--- config.mk ---
export PLATFORM = sky130hd
export DESIGN_NAME = adc_average_power_monitor
export DESIGN_NICKNAME = d
export VERILOG_FILES = /design/src/sv/apm_pkg.sv /design/src/sv/adc_average_power_monitor.sv /design/src/sv/apm_div.sv /design/src/sv/apm_datapath.sv /design/src/sv/apm_ctrl.sv
export VERILOG_INCLUDE_DIRS = /design/src /design/src/sv
export SDC_FILE = /design/constraint.sdc
export NUM_CORES = 2
export LEC_CHECK = 0
export BUFFER_PORTS_ARGS = -buffer_cell sky130_fd_sc_hd__buf_2
export CAP_MARGIN = 20
export CORE_UTILIZATION = 35
export DETAILED_ROUTE_END_ITERATION = 8
export PLACE_DENSITY = 0.63
export SLEW_MARGIN = 5
export SYNTH_ARGS = -nofsm -noshare
export SYNTH_HDL_FRONTEND = slang
export SYNTH_SLANG_ARGS = --single-unit
--- constraint.sdc ---
create_clock -name clk -period 7.95 [get_ports clk]
set_clock_uncertainty 0.05 [all_clocks]
set_input_delay 1.1925 -clock clk [delete_from_list [all_inputs] [get_ports clk]]
set_output_delay 1.1925 -clock clk [all_outputs]
set_load 0.05 [all_outputs]
--- src/sv/adc_average_power_monitor_assert.svh ---
// Assertion macros used by the power monitor controller (apm_ctrl).
// Depends on a clock named clk and an active-low reset named rst_n in the using module.
`ifndef ADC_AVERAGE_POWER_MONITOR_ASSERT_SVH
`define ADC_AVERAGE_POWER_MONITOR_ASSERT_SVH

// Check a property on every rising clock edge outside reset.
`define APM_ASSERT(name, prop, msg) \
  name: assert property (@(posedge clk) disable iff (!rst_n) prop) else $error(msg);

// Check that a condition never holds outside reset.
`define APM_ASSERT_NEVER(name, cond, msg) \
  `APM_ASSERT(name, !(cond), msg)

`endif

--- src/sv/apm_pkg.sv ---
// Shared types and constants for the ADC average power monitor.
// No dependencies; imported by every module of the block.
package apm_pkg;

  localparam int ADC_W        = 10;
  localparam int ADC_MAX      = 1023;
  localparam int FS_W         = 16;
  localparam int MV_W         = 16;
  localparam int PROD_W       = 32;
  localparam int SCALE_SHIFT  = 10;
  localparam int DEF_SAMPLES  = 16;
  localparam logic [FS_W-1:0] VFS_RESET = 16'd25000;
  localparam logic [FS_W-1:0] CFS_RESET = 16'd2500;

  // Shared divider geometry: dividend, quotient, reciprocal operand and product widths.
  localparam int DIV_DW = 33;
  localparam int DIV_QW = 17;
  localparam int DIV_XW = 27;
  localparam int DIV_MW = 28;
  localparam int DIV_PW = DIV_XW + DIV_MW;

  // Divide by one million as a shift by six, then a reciprocal multiply by 15625.
  localparam int PWR_PRESHIFT = 6;
  localparam int PWR_ODD      = 15625;
  localparam int PWR_SHIFT    = DIV_XW + $clog2(PWR_ODD);
  localparam logic [DIV_MW-1:0] PWR_RECIP =
      DIV_MW'(((64'd1 << PWR_SHIFT) + 64'(PWR_ODD) - 64'd1) / 64'(PWR_ODD));

  localparam logic [DIV_DW-1:0] PWR_ROUND   = 33'd500000;
  localparam logic [MV_W-1:0]   PWR_MAX     = 16'hFFFF;

  // Register indexes.
  localparam logic REG_VFS = 1'b0;
  localparam logic REG_CFS = 1'b1;

  // Multiplier operand selects.
  localparam logic [1:0] MUL_MV = 2'd0;
  localparam logic [1:0] MUL_MA = 2'd1;
  localparam logic [1:0] MUL_PW = 2'd2;

  typedef struct packed {
    logic       take;
    logic       div_start;
    logic       div_pwr;
    logic       store_vavg;
    logic       store_cavg;
    logic       mul_en;
    logic [1:0] mul_sel;
    logic       store_mv;
    logic       store_ma;
    logic       store_pw;
    logic       out_load;
  } apm_cmd_t;

  typedef struct packed {
    logic blk_done;
    logic blk_volt;
    logic div_busy;
    logic div_done;
    logic out_free;
  } apm_sts_t;

endpackage

--- src/sv/adc_average_power_monitor.sv ---
// ADC average power monitor: averages current and voltage conversions and reports power.
// Uses the register file below. Blocks: apm_ctrl, apm_datapath (with apm_div).
//
// Input words (in_*): one 10-bit conversion as low byte and high byte in in_tdata,
// channel in in_tuser (0 current, 1 voltage). Each channel sums SAMPLES_PER_AVERAGE
// words and truncates to an average. A closed voltage block stores its average; a
// closed current block emits one output word (out_*): voltage_mv, current_ma and the
// rounded power mV*mA/1e6, clamped to 65535 with out_tuser set on overflow.
// Throughput: words that do not close a block are taken back to back. A word that
// closes a voltage block holds the input through the divide; one that closes a current
// block holds it through the reciprocal divide (used twice per current block) and the
// shared 16x16 multiplier (three products), and out_tvalid rises in the same cycle as the
// input is freed. The output register lets the next word enter while a result waits; a
// stalled receiver only holds the next result at its load.
// Reset (rst_n, synchronous) clears sums, counts and the stored voltage average and
// loads full-scale defaults 25000 mV and 2500 mA. Write the full-scale registers
// through cfg_* (address 0 voltage, 4 current) only while the block is idle.
module adc_average_power_monitor #(
  parameter int SAMPLES_PER_AVERAGE = apm_pkg::DEF_SAMPLES
) (
  input  logic        clk,
  input  logic        rst_n,
  input  logic        in_tvalid,
  output logic        in_tready,
  input  logic [15:0] in_tdata,    // [7:0] adc_low_byte, [15:8] adc_high_byte
  input  logic        in_tuser,    // [0] channel
  output logic        out_tvalid,
  input  logic        out_tready,
  output logic [47:0] out_tdata,   // [15:0] voltage_mv, [31:16] current_ma, [47:32] power_w
  output logic        out_tuser,   // [0] saturated
  input  logic        cfg_psel,
  input  logic        cfg_penable,
  input  logic        cfg_pwrite,
  input  logic [2:0]  cfg_paddr,
  input  logic [31:0] cfg_pwdata,
  output logic [31:0] cfg_prdata,
  output logic        cfg_pready
);
  import apm_pkg::*;

  logic [FS_W-1:0] vfs_r, cfs_r;
  logic            cfg_wr;
  apm_cmd_t        cmd;
  apm_sts_t        sts;

  // Full-scale registers; the address bit above the word offset picks the register.
  assign cfg_pready = 1'b1;
  assign cfg_wr     = cfg_psel && cfg_penable && cfg_pwrite && cfg_pready;

  always_ff @(posedge clk) begin
    if (!rst_n) begin
      vfs_r <= VFS_RESET;
      cfs_r <= CFS_RESET;
    end else if (cfg_wr) begin
      case (cfg_paddr[2])
        REG_VFS: vfs_r <= cfg_pwdata[FS_W-1:0];
        REG_CFS: cfs_r <= cfg_pwdata[FS_W-1:0];
        default: begin
        end
      endcase
    end
  end

  assign cfg_prdata = (cfg_paddr[2] == REG_CFS) ? 32'(cfs_r) : 32'(vfs_r);

  apm_ctrl u_ctrl (
    .clk       (clk),
    .rst_n     (rst_n),
    .in_tvalid (in_tvalid),
    .in_tready (in_tready),
    .cmd       (cmd),
    .sts       (sts)
  );

  apm_datapath #(
    .SAMPLES_PER_AVERAGE (SAMPLES_PER_AVERAGE)
  ) u_datapath (
    .clk           (clk),
    .rst_n         (rst_n),
    .adc_low_byte  (in_tdata[7:0]),
    .adc_high_byte (in_tdata[15:8]),
    .channel       (in_tuser),
    .vfs           (vfs_r),
    .cfs           (cfs_r),
    .cmd           (cmd),
    .sts           (sts),
    .out_tvalid    (out_tvalid),
    .out_tready    (out_tready),
    .out_tdata     (out_tdata),
    .out_tuser     (out_tuser)
  );

endmodule

--- src/sv/apm_div.sv ---
// Constant divider by reciprocal multiplication, shared by averaging and power.
// Depends on apm_pkg for its widths and the power reciprocal.
module apm_div #(
  parameter int SAMPLES_PER_AVERAGE = apm_pkg::DEF_SAMPLES
) (
  input  logic                       clk,
  input  logic                       rst_n,
  input  logic                       start,
  input  logic                       pwr,
  input  logic [apm_pkg::DIV_DW-1:0] dividend,
  output logic                       busy,
  output logic                       done,
  output logic [apm_pkg::DIV_QW-1:0] quotient
);
  import apm_pkg::*;

  // Rounded-up reciprocal of the sample count, exact for every block sum.
  localparam int SUM_W     = $clog2(ADC_MAX * SAMPLES_PER_AVERAGE + 1);
  localparam int AVG_SHIFT = SUM_W + $clog2(SAMPLES_PER_AVERAGE);
  localparam logic [DIV_MW-1:0] AVG_RECIP = DIV_MW'(((64'd1 << AVG_SHIFT) +
      64'(SAMPLES_PER_AVERAGE) - 64'd1) / 64'(SAMPLES_PER_AVERAGE));

  logic              busy_r, busy_nxt;
  logic              done_r, done_nxt;
  logic              pwr_r, pwr_nxt;
  logic [DIV_XW-1:0] x_r, x_nxt;
  logic [DIV_MW-1:0] m_r, m_nxt;
  logic [DIV_PW-1:0] prod_r, prod_nxt;

  // Load operands on start, multiply in the next cycle, flag done after it.
  always_comb begin
    busy_nxt = 1'b0;
    done_nxt = busy_r;
    pwr_nxt  = pwr_r;
    x_nxt    = x_r;
    m_nxt    = m_r;
    prod_nxt = prod_r;
    if (start) begin
      busy_nxt = 1'b1;
      pwr_nxt  = pwr;
      x_nxt    = pwr ? DIV_XW'(dividend >> PWR_PRESHIFT) : DIV_XW'(dividend);
      m_nxt    = pwr ? PWR_RECIP : AVG_RECIP;
    end
    if (busy_r) begin
      prod_nxt = DIV_PW'(x_r) * DIV_PW'(m_r);
    end
  end

  always_ff @(posedge clk) begin
    if (!rst_n) begin
      busy_r <= 1'b0;
      done_r <= 1'b0;
    end else begin
      busy_r <= busy_nxt;
      done_r <= done_nxt;
    end
    pwr_r  <= pwr_nxt;
    x_r    <= x_nxt;
    m_r    <= m_nxt;
    prod_r <= prod_nxt;
  end

  assign busy     = busy_r;
  assign done     = done_r;
  assign quotient = pwr_r ? DIV_QW'(prod_r >> PWR_SHIFT) : DIV_QW'(prod_r >> AVG_SHIFT);

endmodule

--- src/sv/apm_datapath.sv ---
// Datapath: per-channel sums, averages, scaling multiplier, divider and output word.
// Depends on apm_pkg and apm_div.
module apm_datapath #(
  parameter int SAMPLES_PER_AVERAGE = apm_pkg::DEF_SAMPLES
) (
  input  logic                     clk,
  input  logic                     rst_n,
  input  logic [7:0]               adc_low_byte,
  input  logic [7:0]               adc_high_byte,
  input  logic                     channel,
  input  logic [apm_pkg::FS_W-1:0] vfs,
  input  logic [apm_pkg::FS_W-1:0] cfs,
  input  apm_pkg::apm_cmd_t        cmd,
  output apm_pkg::apm_sts_t        sts,
  output logic                     out_tvalid,
  input  logic                     out_tready,
  output logic [47:0]              out_tdata,
  output logic                     out_tuser
);
  import apm_pkg::*;

  localparam int SUM_W = $clog2(ADC_MAX * SAMPLES_PER_AVERAGE + 1);
  localparam int CNT_W = $clog2(SAMPLES_PER_AVERAGE);
  localparam logic [CNT_W-1:0] CNT_LAST = CNT_W'(SAMPLES_PER_AVERAGE - 1);

  logic [ADC_W-1:0]  code;
  logic [SUM_W-1:0]  vsum_r, csum_r, sum_nxt;
  logic [CNT_W-1:0]  vcnt_r, ccnt_r, cnt_sel;
  logic [ADC_W-1:0]  vavg_r, cavg_r;
  logic [MV_W-1:0]   mv_r, ma_r;
  logic [PROD_W-1:0] prod_r;
  logic [MV_W-1:0]   opa, opb;
  logic [MV_W-1:0]   prod_scaled;
  logic [DIV_QW-1:0] pw_r;
  logic [DIV_DW-1:0] div_dividend;
  logic              div_busy, div_done;
  logic [DIV_QW-1:0] div_q;
  logic              out_valid_r;
  logic [47:0]       out_data_r;
  logic              out_sat_r;
  logic              sat;

  // Assemble the 10-bit conversion and the running sum of its channel.
  assign code    = {adc_high_byte[1:0], adc_low_byte};
  assign cnt_sel = channel ? vcnt_r : ccnt_r;
  assign sum_nxt = (channel ? vsum_r : csum_r) + SUM_W'(code);

  // Accumulate samples; clear the channel when its block closes.
  always_ff @(posedge clk) begin
    if (!rst_n) begin
      vsum_r <= '0;
      csum_r <= '0;
      vcnt_r <= '0;
      ccnt_r <= '0;
      vavg_r <= '0;
    end else begin
      if (cmd.take) begin
        if (channel) begin
          vsum_r <= sts.blk_done ? '0 : sum_nxt;
          vcnt_r <= sts.blk_done ? '0 : vcnt_r + 1'b1;
        end else begin
          csum_r <= sts.blk_done ? '0 : sum_nxt;
          ccnt_r <= sts.blk_done ? '0 : ccnt_r + 1'b1;
        end
      end
      if (cmd.store_vavg) begin
        vavg_r <= div_q[ADC_W-1:0];
      end
    end
  end

  // Divider operand: block sum over the sample count, or rounded power.
  assign div_dividend = cmd.div_pwr ? (DIV_DW'(prod_r) + PWR_ROUND) : DIV_DW'(sum_nxt);

  apm_div #(
    .SAMPLES_PER_AVERAGE (SAMPLES_PER_AVERAGE)
  ) u_div (
    .clk      (clk),
    .rst_n    (rst_n),
    .start    (cmd.div_start),
    .pwr      (cmd.div_pwr),
    .dividend (div_dividend),
    .busy     (div_busy),
    .done     (div_done),
    .quotient (div_q)
  );

  // Shared 16x16 multiplier with a registered product.
  assign prod_scaled = prod_r[SCALE_SHIFT +: MV_W];

  always_comb begin
    case (cmd.mul_sel)
      MUL_MV: begin
        opa = MV_W'(vavg_r);
        opb = vfs;
      end
      MUL_MA: begin
        opa = MV_W'(cavg_r);
        opb = cfs;
      end
      MUL_PW: begin
        opa = mv_r;
        opb = prod_scaled;
      end
      default: begin
        opa = '0;
        opb = '0;
      end
    endcase
  end

  // Hold the intermediate results of one current block.
  always_ff @(posedge clk) begin
    if (cmd.mul_en) begin
      prod_r <= opa * opb;
    end
    if (cmd.store_cavg) begin
      cavg_r <= div_q[ADC_W-1:0];
    end
    if (cmd.store_mv) begin
      mv_r <= prod_scaled;
    end
    if (cmd.store_ma) begin
      ma_r <= prod_scaled;
    end
    if (cmd.store_pw) begin
      pw_r <= div_q;
    end
  end

  // Clamp power that does not fit in 16 bits.
  assign sat = pw_r > DIV_QW'(PWR_MAX);

  // Output register: load a word, drop it once taken.
  always_ff @(posedge clk) begin
    if (!rst_n) begin
      out_valid_r <= 1'b0;
    end else if (cmd.out_load) begin
      out_valid_r <= 1'b1;
    end else if (out_tready) begin
      out_valid_r <= 1'b0;
    end
    if (cmd.out_load) begin
      out_data_r <= {(sat ? PWR_MAX : pw_r[MV_W-1:0]), ma_r, mv_r};
      out_sat_r  <= sat;
    end
  end

  assign out_tvalid = out_valid_r;
  assign out_tdata  = out_data_r;
  assign out_tuser  = out_sat_r;

  // Status back to the controller.
  always_comb begin
    sts.blk_done = cnt_sel == CNT_LAST;
    sts.blk_volt = channel;
    sts.div_busy = div_busy;
    sts.div_done = div_done;
    sts.out_free = !out_valid_r || out_tready;
  end

endmodule

--- src/sv/apm_ctrl.sv ---
// Controller state machine sequencing accumulation, division and scaling.
// Depends on apm_pkg and the assertion macro header.
`include "adc_average_power_monitor_assert.svh"

module apm_ctrl (
  input  logic              clk,
  input  logic              rst_n,
  input  logic              in_tvalid,
  output logic              in_tready,
  output apm_pkg::apm_cmd_t cmd,
  input  apm_pkg::apm_sts_t sts
);
  import apm_pkg::*;

  localparam logic [3:0] S_IDLE    = 4'd0;
  localparam logic [3:0] S_DIVV    = 4'd1;
  localparam logic [3:0] S_DIVC    = 4'd2;
  localparam logic [3:0] S_MULV    = 4'd3;
  localparam logic [3:0] S_MULC    = 4'd4;
  localparam logic [3:0] S_MULP    = 4'd5;
  localparam logic [3:0] S_DIVP_GO = 4'd6;
  localparam logic [3:0] S_DIVP    = 4'd7;
  localparam logic [3:0] S_OUT     = 4'd8;

  logic [3:0] state_r, state_nxt;

  assign in_tready = state_r == S_IDLE;

  // Next state and commands.
  always_comb begin
    state_nxt = state_r;
    cmd       = '0;
    cmd.take  = in_tvalid && in_tready;
    case (state_r)
      S_IDLE: begin
        if (cmd.take && sts.blk_done) begin
          cmd.div_start = 1'b1;
          state_nxt     = sts.blk_volt ? S_DIVV : S_DIVC;
        end
      end
      S_DIVV: begin
        if (sts.div_done) begin
          cmd.store_vavg = 1'b1;
          state_nxt      = S_IDLE;
        end
      end
      S_DIVC: begin
        if (sts.div_done) begin
          cmd.store_cavg = 1'b1;
          state_nxt      = S_MULV;
        end
      end
      S_MULV: begin
        cmd.mul_en  = 1'b1;
        cmd.mul_sel = MUL_MV;
        state_nxt   = S_MULC;
      end
      S_MULC: begin
        cmd.store_mv = 1'b1;
        cmd.mul_en   = 1'b1;
        cmd.mul_sel  = MUL_MA;
        state_nxt    = S_MULP;
      end
      S_MULP: begin
        cmd.store_ma = 1'b1;
        cmd.mul_en   = 1'b1;
        cmd.mul_sel  = MUL_PW;
        state_nxt    = S_DIVP_GO;
      end
      S_DIVP_GO: begin
        cmd.div_start = 1'b1;
        cmd.div_pwr   = 1'b1;
        state_nxt     = S_DIVP;
      end
      S_DIVP: begin
        cmd.div_pwr = 1'b1;
        if (sts.div_done) begin
          cmd.store_pw = 1'b1;
          state_nxt    = S_OUT;
        end
      end
      S_OUT: begin
        if (sts.out_free) begin
          cmd.out_load = 1'b1;
          state_nxt    = S_IDLE;
        end
      end
      default: begin
        state_nxt = S_IDLE;
      end
    endcase
  end

  always_ff @(posedge clk) begin
    if (!rst_n) begin
      state_r <= S_IDLE;
    end else begin
      state_r <= state_nxt;
    end
  end

  `APM_ASSERT_NEVER(a_start_while_busy, cmd.div_start && sts.div_busy, "divider restarted while busy")
  `APM_ASSERT(a_load_into_free, cmd.out_load |-> sts.out_free, "output word overwritten")
  `APM_ASSERT(a_done_after_busy, sts.div_done |-> $past(sts.div_busy), "divider done without work")
  `APM_ASSERT(a_start_then_busy, cmd.div_start |=> sts.div_busy, "divider did not start")

endmodule
**Yosys cells after proc, flatten, opt, wreduce, memory -nomap -nowiden**

Cells that the tools add are included.

- Register bits: 336
- Word-level logic and storage cells: 98

- Add/subtract/negate cells: 4
- $mul: 2
- $lt $le $gt $ge: 1
- Equal/unequal tests: 16
- Mux-type cells: 34
- Bitwise operators: 2
- Reduce and logical (&&, ||, !) cells: 15

Operators with widths:

| cell | count |
|---|---|
| 16-bit one-hot mux with 3 select lines | 2 |
| 27-bit by 28-bit multiplier with 55-bit output | 1 |
| 14-bit two-way mux | 3 |
| 4-bit one-hot mux with 9 select lines | 1 |
| 32-bit by 19-bit adder with 33-bit output, second input constant | 1 |
| 33-bit two-way mux | 1 |
| 16-bit by 16-bit multiplier with 32-bit output | 1 |
| 4-bit two-way mux | 8 |
| 28-bit two-way mux | 1 |
| 27-bit two-way mux | 1 |
| 17-bit by 16-bit > comparator with 1-bit output, second input constant | 1 |
| 4-bit by 3-bit equality test with 1-bit output, second input constant | 4 |
| 16-bit two-way mux | 1 |
| 14-bit by 10-bit adder with 14-bit output | 1 |
| 1-bit two-way mux | 13 |
| 3-bit one-hot mux with 3 select lines | 1 |
| 4-bit by 1-bit adder with 4-bit output, second input constant | 2 |
| 4-bit by 2-bit equality test with 1-bit output, second input constant | 2 |
| 4-bit equality test, second input constant | 2 |
| 2-bit AND reduction | 4 |
| 2-bit by 1-bit inequality test with 1-bit output, second input constant | 3 |
| 5-bit AND reduction | 1 |
| 4-bit by 1-bit equality test with 1-bit output, second input constant | 1 |
| 1-bit logical AND | 4 |
| other kinds (12) | 14 |

**Depth between registers and ports, before layout**

- Depth in word-level cells: 6
- Mapped depth: 30

**Hierarchy**

Synthesis repeated with hierarchy kept, for this count alone.

- Cell total of the unflattened synthesis: 3343
- Area total of the unflattened synthesis: 33589.7 um^2

Modules (own cells, without submodules):

| module | times used | cells an instance | area each (um^2) | sequential area each (um^2) |
|---|---|---|---|---|
| apm_datapath | 1 | 1734 | 16922.5 | 5144.9 |
| apm_div | 1 | 1385 | 14645.3 | 1811.7 |
| adc_average_power_monitor | 1 | 168 | 1629.1 | 640.6 |
| apm_ctrl | 1 | 56 | 392.9 | 80.1 |

**Worst setup path after synthesis**

No wires, ideal clock.

- Path type: register -> register
- Start: reg u_datapath.u_div.m_r[22]
- End: reg u_datapath.u_div.prod_r[53], data pin
- Library setup time: 0.256 ns
- Arrival time: 7.160 ns
- Data required time: 7.644 ns
- Slack: 0.484 ns
- Stages on the path, launching flop included: 25
- Period minus slack after synthesis: 7.466 ns
- Cells stage by stage: edfxtp_1 buf_6 clkbuf_1 clkbuf_1 nand2_1 inv_1 fa_1 inv_1 fa_1 fa_1 fa_1 fa_1 inv_1 fa_1 fa_1 ha_1 a21oi_4 o21ai_2 a21oi_4 o21ai_4 a211oi_4 o31ai_2 a311o_2 a2111oi_2 and4b_1

- Word-level cells in the longest chain between the ends: 1

RTL lines:

| element | line | source |
|---|---|---|
| start, declared | apm_div.sv:27 | `logic [DIV_MW-1:0] m_r, m_nxt;` |
| start signal, assigned | apm_div.sv:59 | `m_r <= m_nxt;` |
| 27-bit by 28-bit multiplier with 55-bit output | apm_div.sv:45 | `prod_nxt = DIV_PW'(x_r) * DIV_PW'(m_r);` |
| end signal, assigned | apm_div.sv:60 | `prod_r <= prod_nxt;` |
| end, declared | apm_div.sv:28 | `logic [DIV_PW-1:0] prod_r, prod_nxt;` |

Every way passes these cells.
A chain may end at the register's enable or synchronous reset.

**Final worst setup path**

Ends and elaborated chain as after synthesis.

==> metrics.md <==
| Metric | Value |
|---|---|
| Post-layout min period | approximately 7.6 ns |
| Residual overflow from global routing | 0 |
| Result of the run | finished, final reports clean |
| Die ar. | 0.0938 mm^2 |
| Fin Hold WS | roughly 0.37 ns |
| Startpoint types | flip-flop |
| Distinct cells, synth | 76 |
| Portion of the post-synthesis area used by sequential elements | 23.2% |
| DRC violations left | 0 |
| Number of enable-type register cells in the synthesized netlist | around 190 |
| Number of flip-flops and latches in the synthesized netlist | 279 |
| Crit path max fanout | 14 |
| Fmax | 0.131 GHz |
| Total wirelength of the detailed-routed design | 86.9 mm |
| Data arrival at the endpoint of the critical path | 7.88 ns |
| Final GP Congestion | around 0.96 |
| Worst-case clock buffer depth | 3 |
| Tot GR Track Use | a little under a fifth |
| Number of max-capacitance violations reported | 0 |
| Clock Sinks | 279 |
| Worst-margin pin slew | 1.04 ns |
| Static leakage | 17.0 nW |
| Avg Vias per Cell | 4.88 |
| Number of warnings reported in the yosys synthesis log | 0 |
| CTS root buffer | clkbuf_16 |
| Area share of the largest cell type after synthesis | about 29% |
| Post-synth top flop | edfxtp_1 |
| Setup repair after global routing missed its margin | false |
| Hold buffer count at cts | 0 |
| Summed instance area of the synthesized netlist | 0.0324 mm^2 |
| Endpoints failing hold | 0 |
| Min setup slack post-route | around 0.32 ns |
| Proportion of layout cells with a drive suffix above 1 | 10.2% |
| Post-detailed-placement half-perimeter wirelength | 72.6 mm |
| Overall power | 5.04 mW |
| Worst Setup Slack post-DPL | ~0.37 ns |
| Pre-Repair DR Iteration Count | 5 |
| Count of placed standard cells in the final layout, fillers left out | approximately 4600 |
| Rows | 111 |
| Post-route setup TNS | 0 ns |
| Share of the cycle needed by the critical path after routing | about 96% |
| Via count of the first global-routing pass | 23400 |
| Setup-violating endpoint count in the final report | 0 |
| Growth of design area from synthesis to finish | 10.6% |
| FFs w/ async S/R, synth | 0% |
| Clock transition at the registers of the reported paths | 0.06 ns |
| Starting utilization of the core area | between 30% and 40% |
| Required time worst endpoint | 8.20 ns |
| Die extent in x | 306 um |
| Max Slew Vio Count | 0 |
| Mean instance size in the synthesized netlist | 9.97 um^2 |
| Cells taking the most area after synthesis | fa_1, edfxtp_1, ha_1 |
| Synth area leader | fa_1 |
| Setup Crit Path Kind | reg -> reg |
| H-tree depth reported by CTS | 2 |
| Clock buffer count from CTS | 34 |
| First-pass GRT wire length | 135 mm |
| Drt initial violations | approximately 1400 |
| Number of input and output port buffers inserted | 101 |
| Clock latency of the later-clocked register in the worst-skew pair | 0.56 ns |
| Number of nets in the layout | 4302 |
| Highest ir drop seen on vdd | ~0.14 mV |
| Ports | 143 |
| Instance count after placement with tap cells included | about 4500 |
| Type of the worst min-delay path | reg -> reg |
| Number of nets with antenna violations after detailed routing | 0 |
| Power Dens Cells | 141 mW/mm^2 |
| TritonCTS clock tree | yes |
| Initial antenna violation count | 3 |
| Via total after detailed routing | 22400 |
| Mean routed wirelength per cell | 18.9 um |
| Antenna diode count | 0 |
| Maximum number of pins on one net before global-route repair | 66 |
| Die height | between 300 and 400 um |
| Number of cells produced by synthesis | 3247 |
| Core footprint | 0.0917 mm^2 |
| Worst slew margin relative to its limit | between 30% and 40% |
| Kind of capture point of the worst setup path | flip-flop |
## area by class of cell
cell class | count | area [um^2]
clock buffer | 42 | 907
clock inverter | 19 | 160
fill | 9107 | 55900
inverter | 684 | 2570
multi-input combinational | 2191 | 21900
sequential | 279 | 7530
tap | 1186 | 1480
timing repair buffer | 188 | 1250
## what timing repair did
item                       4_1_cts  5_1_grt
setup endpoints to repair        0        2
resized for setup                0        1
setup buffers                    0        0
## per-layer routing
layer | track usage (%) | vias up | part of all wire (%)
met5 | 0 | - | 0
met4 | 5.20 | 0 | 2.6
met3 | 3.39 | 108 | 6.9
met2 | 31.1 | 590 | 46
met1 | 25.5 | 11200 | 44
li1 | - | 10600 | -
## power by group
part / switching (mW) / internal (mW) / total (mW)
clock: 0.658 / 0.856 / 1.51
combinational: 1.14 / 0.641 / 1.79
sequential: 0.0553 / 1.68 / 1.74
## cell usage after synthesis (8+ instances only)
master / n
a21oi_1: 155
nand2b_1: 15
a211oi_1: 9
a31oi_1: 10
nor2b_1: 20
ha_1: 392
xnor2_1: 46
nand2_1: 315
o21ai_1: 9
nand3_1: 51
a21o_1: 48
and2_1: 22
buf_4: 17
edfxtp_1: 194
fa_1: 473
o21bai_1: 14
a21boi_0: 11
buf_1: 8
o21ai_0: 59
nor2_1: 236
clkbuf_1: 80
and3_1: 14
xor2_1: 47
nor3_1: 16
mux2i_1: 41
or2_2: 26
dfxtp_1: 85
o21a_1: 8
nand4_1: 22
mux2_2: 41
inv_1: 684
or3_1: 8
## worst max-delay path, cell delays in order (launching register included)
cell	delay, ns
edfxtp_1	0.58
buf_4	0.29
nand2_1	0.12
inv_1	0.39
ha_1	0.32
inv_1	0.11
fa_1	0.48
inv_1	0.05
fa_1	0.47
fa_1	0.55
inv_1	0.07
fa_1	0.53
inv_1	0.05
fa_1	0.49
fa_1	0.41
ha_1	0.38
a21oi_1	0.25
o21bai_1	0.11
a21o_1	0.22
a211oi_4	0.29
o31ai_2	0.12
a311o_2	0.45
a2111oi_2	0.36
and4b_1	0.23
## metrics by stage
step                area (um^2)  utilization, %
floorplan                 32400               -
global placement          34700            37.9
detailed placement        34700            37.9
CTS                       35800            39.1
global route              35800            39.1
finish                    35800            39.1
## kinds of logic after synthesis
| group | after synthesis | share of synthesized area [%] |
|---|---|---|
| xor gates and xnor gates | 93 | 2.51 |
| muxes | 82 | 2.69 |
| adders and majority gates | 865 | 44.4 |
| AOI/OAI and AO/OA | 368 | 7.34 |
| DFF | 279 | 23.2 |
| and+or+nand+nor | 766 | 10.4 |
| other | 2 | 0.0232 |
| buffers and inverters | 792 | 9.41 |
## registers in the layout (all words and copies together), names as in the netlist
register,flops
cfs_r,16
u_datapath.pw_r,17
u_ctrl.state_r,4
u_datapath.out_tdata,48
u_datapath.mv_r,16
u_datapath.u_div.busy,1
u_datapath.ma_r,16
u_datapath.cavg_r,10
u_datapath.prod_r,27
u_datapath.out_tuser,1
u_datapath.u_div.prod_r,31
vfs_r,16
u_datapath.u_div.x_r,27
u_datapath.u_div.m_r,1
u_datapath.vsum_r,14
u_datapath.csum_r,14
u_datapath.vavg_r,10
u_datapath.vcnt_r,4
u_datapath.u_div.done,1
u_datapath.ccnt_r,4
u_datapath.out_tvalid,1
## final timing paths
kind,start,end,slack (ns),cells past startpoint
worst min register to register,u_datapath.ma_r[9],u_datapath.out_tdata[25],0.37,0
worst max-delay path,u_datapath.u_div.m_r[22],u_datapath.u_div.prod_r[53],0.32,23
worst min-delay path,u_datapath.ma_r[9],u_datapath.out_tdata[25],0.37,0
worst max register to register,u_datapath.u_div.m_r[22],u_datapath.u_div.prod_r[53],0.32,23
## cell usage in the layout (no fill, tap or decap), types with 48 or more instances in the layout
cell type | synthesis | routed
a21o_1 | 48 | 48
inv_1 | 684 | 683
ha_1 | 392 | 392
dfxtp_1 | 85 | 84
fa_1 | 473 | 473
nand3_1 | 51 | 51
edfxtp_1 | 194 | 194
nor2_1 | 236 | 232
a21oi_1 | 155 | 154
o21ai_0 | 59 | 58
nand2_1 | 315 | 315
buf_4 | 17 | 80
buf_2 | 2 | 101
(Power assumes the default switching activity.)
